`config.mk`:
```
export PLATFORM = sky130hd
export DESIGN_NAME = text_encoding_guesser
export DESIGN_NICKNAME = d
export VERILOG_FILES = /design/src/rtl/teg_pkg.sv /design/src/rtl/teg_scan.sv /design/src/rtl/text_encoding_guesser.sv
export SDC_FILE = /design/constraint.sdc
export NUM_CORES = 1
export LEC_CHECK = 0
export BUFFER_PORTS_ARGS = -buffer_cell sky130_fd_sc_hd__buf_2
export CAP_MARGIN = 20
export CORE_MARGIN = 8
export CORE_UTILIZATION = 59
export CTS_CLUSTER_SIZE = 14
export DETAILED_ROUTE_END_ITERATION = 10
export PLACE_DENSITY = 0.87
export SYNTH_ARGS = -nofsm -noshare
export SYNTH_HDL_FRONTEND = slang
export SYNTH_SLANG_ARGS = --single-unit
```
`constraint.sdc`:
```
create_clock -name clock -period 2.8 [get_ports clock]
set_input_delay 0.14 -clock clock [delete_from_list [all_inputs] [get_ports clock]]
set_output_delay 0.14 -clock clock [all_outputs]
set_load 0.03 [all_outputs]
```
`src/rtl/teg_pkg.sv`:
```
package teg_pkg;

   // verdict codes on the result channel
   typedef enum logic [2:0] {
      ENC_UTF8     = 3'd0,
      ENC_ANSI     = 3'd1,
      ENC_UTF8_BOM = 3'd2,
      ENC_UTF16_BE = 3'd3,
      ENC_UTF16_LE = 3'd4
   } encoding_type;

   // one request moving from the input register into the scanner
   typedef struct packed {
      logic       valid;
      logic [7:0] data;
      logic       last;
   } step_type;

   localparam int unsigned HEAD_DEPTH = 3;
   localparam logic [2:0]  POS_MAX    = 3'd7;

   // minimum file sizes for each byte order mark
   localparam logic [2:0]  UTF16_MIN_BYTES = 3'd3;
   localparam logic [2:0]  UTF8_MIN_BYTES  = 3'd4;

   // byte order mark bytes
   localparam logic [7:0]  BOM_FE = 8'hFE;
   localparam logic [7:0]  BOM_FF = 8'hFF;
   localparam logic [7:0]  BOM_EF = 8'hEF;
   localparam logic [7:0]  BOM_BB = 8'hBB;
   localparam logic [7:0]  BOM_BF = 8'hBF;

endpackage

```
`src/rtl/teg_scan.sv`:
```
module teg_scan (
   input  logic                  clock,
   input  logic                  reset,
   input  teg_pkg::step_type     step,
   output teg_pkg::encoding_type verdict
);
   import teg_pkg::*;

   logic [2:0] pos_ff,     pos_in;
   logic [7:0] head_ff [HEAD_DEPTH];
   logic [7:0] head_in [HEAD_DEPTH];
   logic [1:0] pend_ff,    pend_in;
   logic       inv_ff,     inv_in;

   // byte counter and head capture
   always_comb begin
      for (int i = 0; i < HEAD_DEPTH; i++) begin
         head_in[i] = head_ff[i];
      end
      if (pos_ff < 3'(HEAD_DEPTH)) begin
         head_in[pos_ff[1:0]] = step.data;
      end
      pos_in = (pos_ff < POS_MAX) ? pos_ff + 3'd1 : pos_ff;
   end

   // loose utf-8 check, frozen once an error is seen
   always_comb begin
      pend_in = pend_ff;
      inv_in  = inv_ff;
      if (!inv_ff) begin
         if (pend_ff != 2'd0) begin
            if (step.data[7:6] != 2'b10) begin
               inv_in = 1'b1;
            end else begin
               pend_in = pend_ff - 2'd1;
            end
         end else begin
            priority if (step.data == 8'h00) begin
               inv_in = 1'b1;
            end else if (step.data[7] == 1'b0) begin
               pend_in = 2'd0;
            end else if (step.data[7:6] == 2'b10) begin
               inv_in = 1'b1;
            end else if (step.data[7:5] == 3'b110) begin
               pend_in = 2'd1;
            end else if (step.data[7:4] == 4'b1110) begin
               pend_in = 2'd2;
            end else if (step.data[7:3] == 5'b11110) begin
               pend_in = 2'd3;
            end else begin
               inv_in = 1'b1;
            end
         end
      end
   end

   // verdict from the state including this byte
   always_comb begin
      priority if (pos_in >= UTF16_MIN_BYTES && head_in[0] == BOM_FE &&
                   head_in[1] == BOM_FF) begin
         verdict = ENC_UTF16_BE;
      end else if (pos_in >= UTF16_MIN_BYTES && head_in[0] == BOM_FF &&
                   head_in[1] == BOM_FE) begin
         verdict = ENC_UTF16_LE;
      end else if (pos_in >= UTF8_MIN_BYTES && head_in[0] == BOM_EF &&
                   head_in[1] == BOM_BB && head_in[2] == BOM_BF) begin
         verdict = ENC_UTF8_BOM;
      end else if (inv_in || pend_in != 2'd0) begin
         verdict = ENC_ANSI;
      end else begin
         verdict = ENC_UTF8;
      end
   end

   // state registers, cleared on reset and after the last byte of a file
   always_ff @(posedge clock) begin
      if (reset || (step.valid && step.last)) begin
         pos_ff  <= '0;
         pend_ff <= '0;
         inv_ff  <= 1'b0;
         for (int i = 0; i < HEAD_DEPTH; i++) begin
            head_ff[i] <= '0;
         end
      end else if (step.valid) begin
         pos_ff  <= pos_in;
         pend_ff <= pend_in;
         inv_ff  <= inv_in;
         for (int i = 0; i < HEAD_DEPTH; i++) begin
            head_ff[i] <= head_in[i];
         end
      end
   end

endmodule

```
`src/rtl/text_encoding_guesser.sv`:
```
// Text encoding guesser: takes a file one byte per request, the final byte
// flagged by req_last_byte, and returns exactly one verdict per file on
// rsp_encoding (0 utf-8, 1 ansi, 2 utf-8 with mark, 3 utf-16 big-endian mark,
// 4 utf-16 little-endian mark). Bytes are taken at one per clock cycle with no
// gaps between files unless a final byte waits for the result register; the
// per-byte state update is a small piece of logic between the input register
// and the result register, and each verdict passes through both registers.
// While a verdict waits under rsp_stall, further non-final bytes keep flowing;
// only the next file's final byte waits for the result register to free up.
module text_encoding_guesser (
   input  logic       clock,
   input  logic       reset,
   input  logic       req_valid,
   output logic       req_stall,
   input  logic [7:0] req_data_byte,
   input  logic       req_last_byte,
   output logic       rsp_valid,
   input  logic       rsp_stall,
   output logic [2:0] rsp_encoding
);
   import teg_pkg::*;

   logic         in_valid_ff;
   logic [7:0]   in_data_ff;
   logic         in_last_ff;
   logic         out_valid_ff;
   encoding_type out_enc_ff;
   logic         out_ready;
   logic         advance;
   step_type     step;
   encoding_type verdict;

   // pipeline control
   assign out_ready = !out_valid_ff || !rsp_stall;
   assign advance   = in_valid_ff && (!in_last_ff || out_ready);
   assign req_stall = in_valid_ff && !advance;

   // input register
   always_ff @(posedge clock) begin
      if (reset) begin
         in_valid_ff <= 1'b0;
      end else if (!req_stall) begin
         in_valid_ff <= req_valid;
      end
   end

   always_ff @(posedge clock) begin
      if (!req_stall) begin
         in_data_ff <= req_data_byte;
         in_last_ff <= req_last_byte;
      end
   end

   assign step = '{valid: advance, data: in_data_ff, last: in_last_ff};

   teg_scan u_scan (
      .clock   (clock),
      .reset   (reset),
      .step    (step),
      .verdict (verdict)
   );

   // result register
   always_ff @(posedge clock) begin
      if (reset) begin
         out_valid_ff <= 1'b0;
      end else if (advance && in_last_ff) begin
         out_valid_ff <= 1'b1;
      end else if (!rsp_stall) begin
         out_valid_ff <= 1'b0;
      end
   end

   always_ff @(posedge clock) begin
      if (advance && in_last_ff) begin
         out_enc_ff <= verdict;
      end
   end

   assign rsp_valid    = out_valid_ff;
   assign rsp_encoding = 3'(out_enc_ff);

endmodule

```
==> impl_metrics.env <==
export IMPL_status="completed"
export IMPL_syn_nets=247
export IMPL_synth_ff_type="edfxtp_1"
export IMPL_routedWlPerCell_um=17.4
export IMPL_drive_above_1_share_pct=12.1
export IMPL_track_usage_pct=17.3
export IMPL_grt_pass1_vias=1793
export IMPL_crit_buf_inv=1
export IMPL_p_per_area_nw_per_um2=535
export IMPL_criticalPathCategory="flip-flop to flip-flop"
export IMPL_ir_worst_vdd_mv=0.430
export IMPL_grt_max_degree=31
export IMPL_synth_edf_count=36
export IMPL_syn_inst=229
export IMPL_critical_path_required_ns=2.86
export IMPL_relSlewSlack_pct=29.5
export IMPL_synth_compound_area_share_pct=17.7
export IMPL_synthMuxAreaShare_pct=0.872
export IMPL_dieArea_um2=6140
export IMPL_tightest_slew_ns=1.06
export IMPL_setup_tns_ns=0
export IMPL_async_flop_share_pct=0
export IMPL_gp_congestion=0.869
export IMPL_yosysTopAreaCellShare_pct=47.1
export IMPL_die_y_um=78.4
export IMPL_max_stage_delay_ns=0.41
export IMPL_synthTopCellsByArea="edfxtp_1 (47%), a21oi_1 (7.0%), dfxtp_1 (7.0%)"
export IMPL_start_util_pct=61.8
export IMPL_cts_sinks=44
export IMPL_drtIter0Drc=174
export IMPL_rsz0062_at_grt="false"
export IMPL_synth_common_cells="edfxtp_1 (36), a21oi_1 (32), nand2_1 (28)"
export IMPL_hp_class="input pin to flip-flop"
export IMPL_crit_arrival_ns=2.41
export IMPL_core_area_um2=3720
export IMPL_p_leak_nw=0.941
export IMPL_grt_overflow=0
export IMPL_cts_made_buffers=5
export IMPL_synth_simple_area_share_pct=20.3
export IMPL_fmax_mhz=425
export IMPL_clockRootBuffer="clkbuf_8"
export IMPL_ant_nets=0
export IMPL_cts_setup_buffers=0
export IMPL_synth_yosys_seq_area_share_pct=54.1
export IMPL_port_buffers=17
export IMPL_power_switching_share_pct=23.3
export IMPL_n_antenna_cell=0
export IMPL_slew_violations=0
export IMPL_cts_max_path_buffers=2
export IMPL_cellInternalPower_w=0.00104
export IMPL_p_sw_w=0.000317
export IMPL_hold_violations=0
export IMPL_synth_top_family_by_area="simple AND/OR/NAND/NOR gates"
export IMPL_skew_ns=0.00689
export IMPL_rows=22
export IMPL_endpoint_kind="flip-flop"
export IMPL_synth_fa_ha_area_share_pct=2.72
export IMPL_cp_slowest_cell="dfxtp_1"
export IMPL_clk_pin_slew_ns=0.08
export IMPL_num_io_pins=18
export IMPL_cap_viol_max_count=0
export IMPL_drc_errors=0
export IMPL_synth_distinct_cells=43
export IMPL_ys_seq_elements=44
export IMPL_crit_family="compound AO/OA/AOI/OAI gates"
export IMPL_min_period_ns=2.35
export IMPL_vias=1854
export IMPL_insertion_delay_ns=0.30
export IMPL_p_clk_share_pct=34.8
export IMPL_tritoncts="built"
export IMPL_drt_wl_total_um=5150
export IMPL_seqPwrFrac_pct=56.8
export IMPL_synth_xor_area_share_pct=0
export IMPL_die_w_um=78.4
export IMPL_min_period_over_period_pct=84.1
export IMPL_firstDrtPassIters=5
export IMPL_cts_max_level=2
export IMPL_synth_area_um2=2300
export IMPL_grt_pass1_wl_um=8460
export IMPL_synth_area_leader_cell="edfxtp_1"
export IMPL_cp_cell_sequence="inv_1 -> ha_1 -> nand2_2 -> or3_1 -> a211o_1 -> o22ai_1 -> o22ai_1"
export IMPL_crit_top_cell="o22ai_1"
export IMPL_via_per_inst=6.26
export IMPL_start_kind="flip-flop"
export IMPL_ys_warn_count=0
export IMPL_yosysMostFrequentCell="edfxtp_1"
export IMPL_area_delta_synth_final_pct=10.9
export IMPL_path_max_fanout=11
export IMPL_hpwl_um=3390
export IMPL_nets=265
export IMPL_fin_util_pct=68.5
export IMPL_syn_avg_cell_area_um2=10.0
export IMPL_antenna_found_initial=0
export IMPL_p_comb_share_pct=8.4
export IMPL_finalSetupViolCount=0
[layer usage]
layer	track usage (%)	up-vias	wire, um
met2	26.5	80	2580
li1	-	878	-
met3	5.01	13	295
met4	8.15	0	127
met5	0	-	0
met1	21.9	883	2150
[worst reg2reg max path, stage by stage, from the launching register on]
cell     delay [ns]
dfxtp_1        0.41
inv_1          0.14
ha_1           0.30
nand2_2        0.23
or3_1          0.38
a211o_1        0.34
o22ai_1        0.21
o22ai_1        0.09
[flip-flops by register name, indices dropped and copies added (netlist names)]
register	flops
in_data_ff	8
rsp_valid	1
rsp_encoding	3
u_scan.pos_ff	3
in_valid_ff	1
u_scan.inv_ff	1
u_scan.pend_ff	2
u_scan.head_ff	24
in_last_ff	1
[layout by cell type (no fill, tap or decap), types with 2 or more instances in the layout]
| master | instances |
|---|---|
| clkbuf_8 | 5 |
| mux2i_1 | 2 |
| nand4b_1 | 2 |
| nand2b_1 | 2 |
| edfxtp_1 | 36 |
| ha_1 | 5 |
| a21o_1 | 4 |
| nor4_2 | 2 |
| clkinv_1 | 2 |
| dfxtp_1 | 8 |
| o2111ai_1 | 2 |
| o21ai_1 | 2 |
| a211oi_1 | 2 |
| a21boi_1 | 2 |
| o22ai_1 | 4 |
| nand2_1 | 28 |
| nand3_1 | 21 |
| o21ai_0 | 3 |
| a21oi_1 | 32 |
| buf_2 | 17 |
| inv_1 | 11 |
| nor3_1 | 2 |
| nor2_1 | 17 |
| nand4_1 | 6 |
| dlygate4sd3_1 | 5 |
| a21boi_0 | 4 |
| and3_1 | 2 |
| a31oi_1 | 3 |
[final cells by class]
class / instances / area (um2)
Sequential cell: 44 / 1240
Fill cell: 288 / 1170
Multi-Input combinational cell: 162 / 955
Timing Repair Buffer: 23 / 143
Clock buffer: 5 / 68.8
Tap cell: 48 / 60.1
Inverter: 11 / 41.3
Clock inverter: 3 / 37.5
[metrics by stage]
stage | hold slack, ns | setup WS [ns] | power (W) | area (um2) | instances
after floorplan | 0.209 | 0.727 | 0.000858 | 2300 | 229
after detailed placement | 0.318 | 0.495 | 0.000893 | 2390 | 283
after CTS | 0.00509 | 0.471 | 0.00136 | 2500 | 291
after global placement | 0.316 | 0.578 | 0.000888 | 2390 | 283
final | 0.0114 | 0.446 | 0.00136 | 2550 | 296
after global routing | 0.00574 | 0.238 | 0.00141 | 2550 | 296
[power by group through the flow]
stage | Sequential [W] | Clock, W | Combinational (W)
finish | 0.000774 | 0.000474 | 0.000114
global route | 0.000778 | 0.000510 | 0.000127
CTS | 0.000773 | 0.000480 | 0.000107
detailed placement | 0.000787 | 0 | 0.000106
global placement | 0.000786 | 0 | 0.000103
floorplan | 0.000775 | 0 | 0.0000823
[worst paths after layout]
check             slack [ns]  depth (start not counted)                end         startpoint
setup reg to reg        0.45                          7    rsp_encoding[0]   u_scan.pos_ff[1]
setup / recovery        0.45                          7    rsp_encoding[0]   u_scan.pos_ff[1]
hold reg to reg         0.54                          1  u_scan.pend_ff[0]  u_scan.pend_ff[0]
hold / removal          0.01                          1      in_data_ff[6]   req_data_byte[6]
[kinds of logic after synthesis]
kind of cell / Yosys count
AO/OA/AOI/OAI: 63
adder cells (fa/ha/maj): 5
buffers and inverters: 23
flip-flops: 44
multiplexers: 2
AND/OR/NAND/NOR: 92
[what timing repair did]
| action | CTS | global route |
|---|---|---|
| hold endpoints to repair | 0 | 5 |
| gates resized for setup | 0 | 0 |
| setup endpoints to repair | 0 | 0 |
| hold buffers | 0 | 5 |
Power figures use the tool's default switching activity.
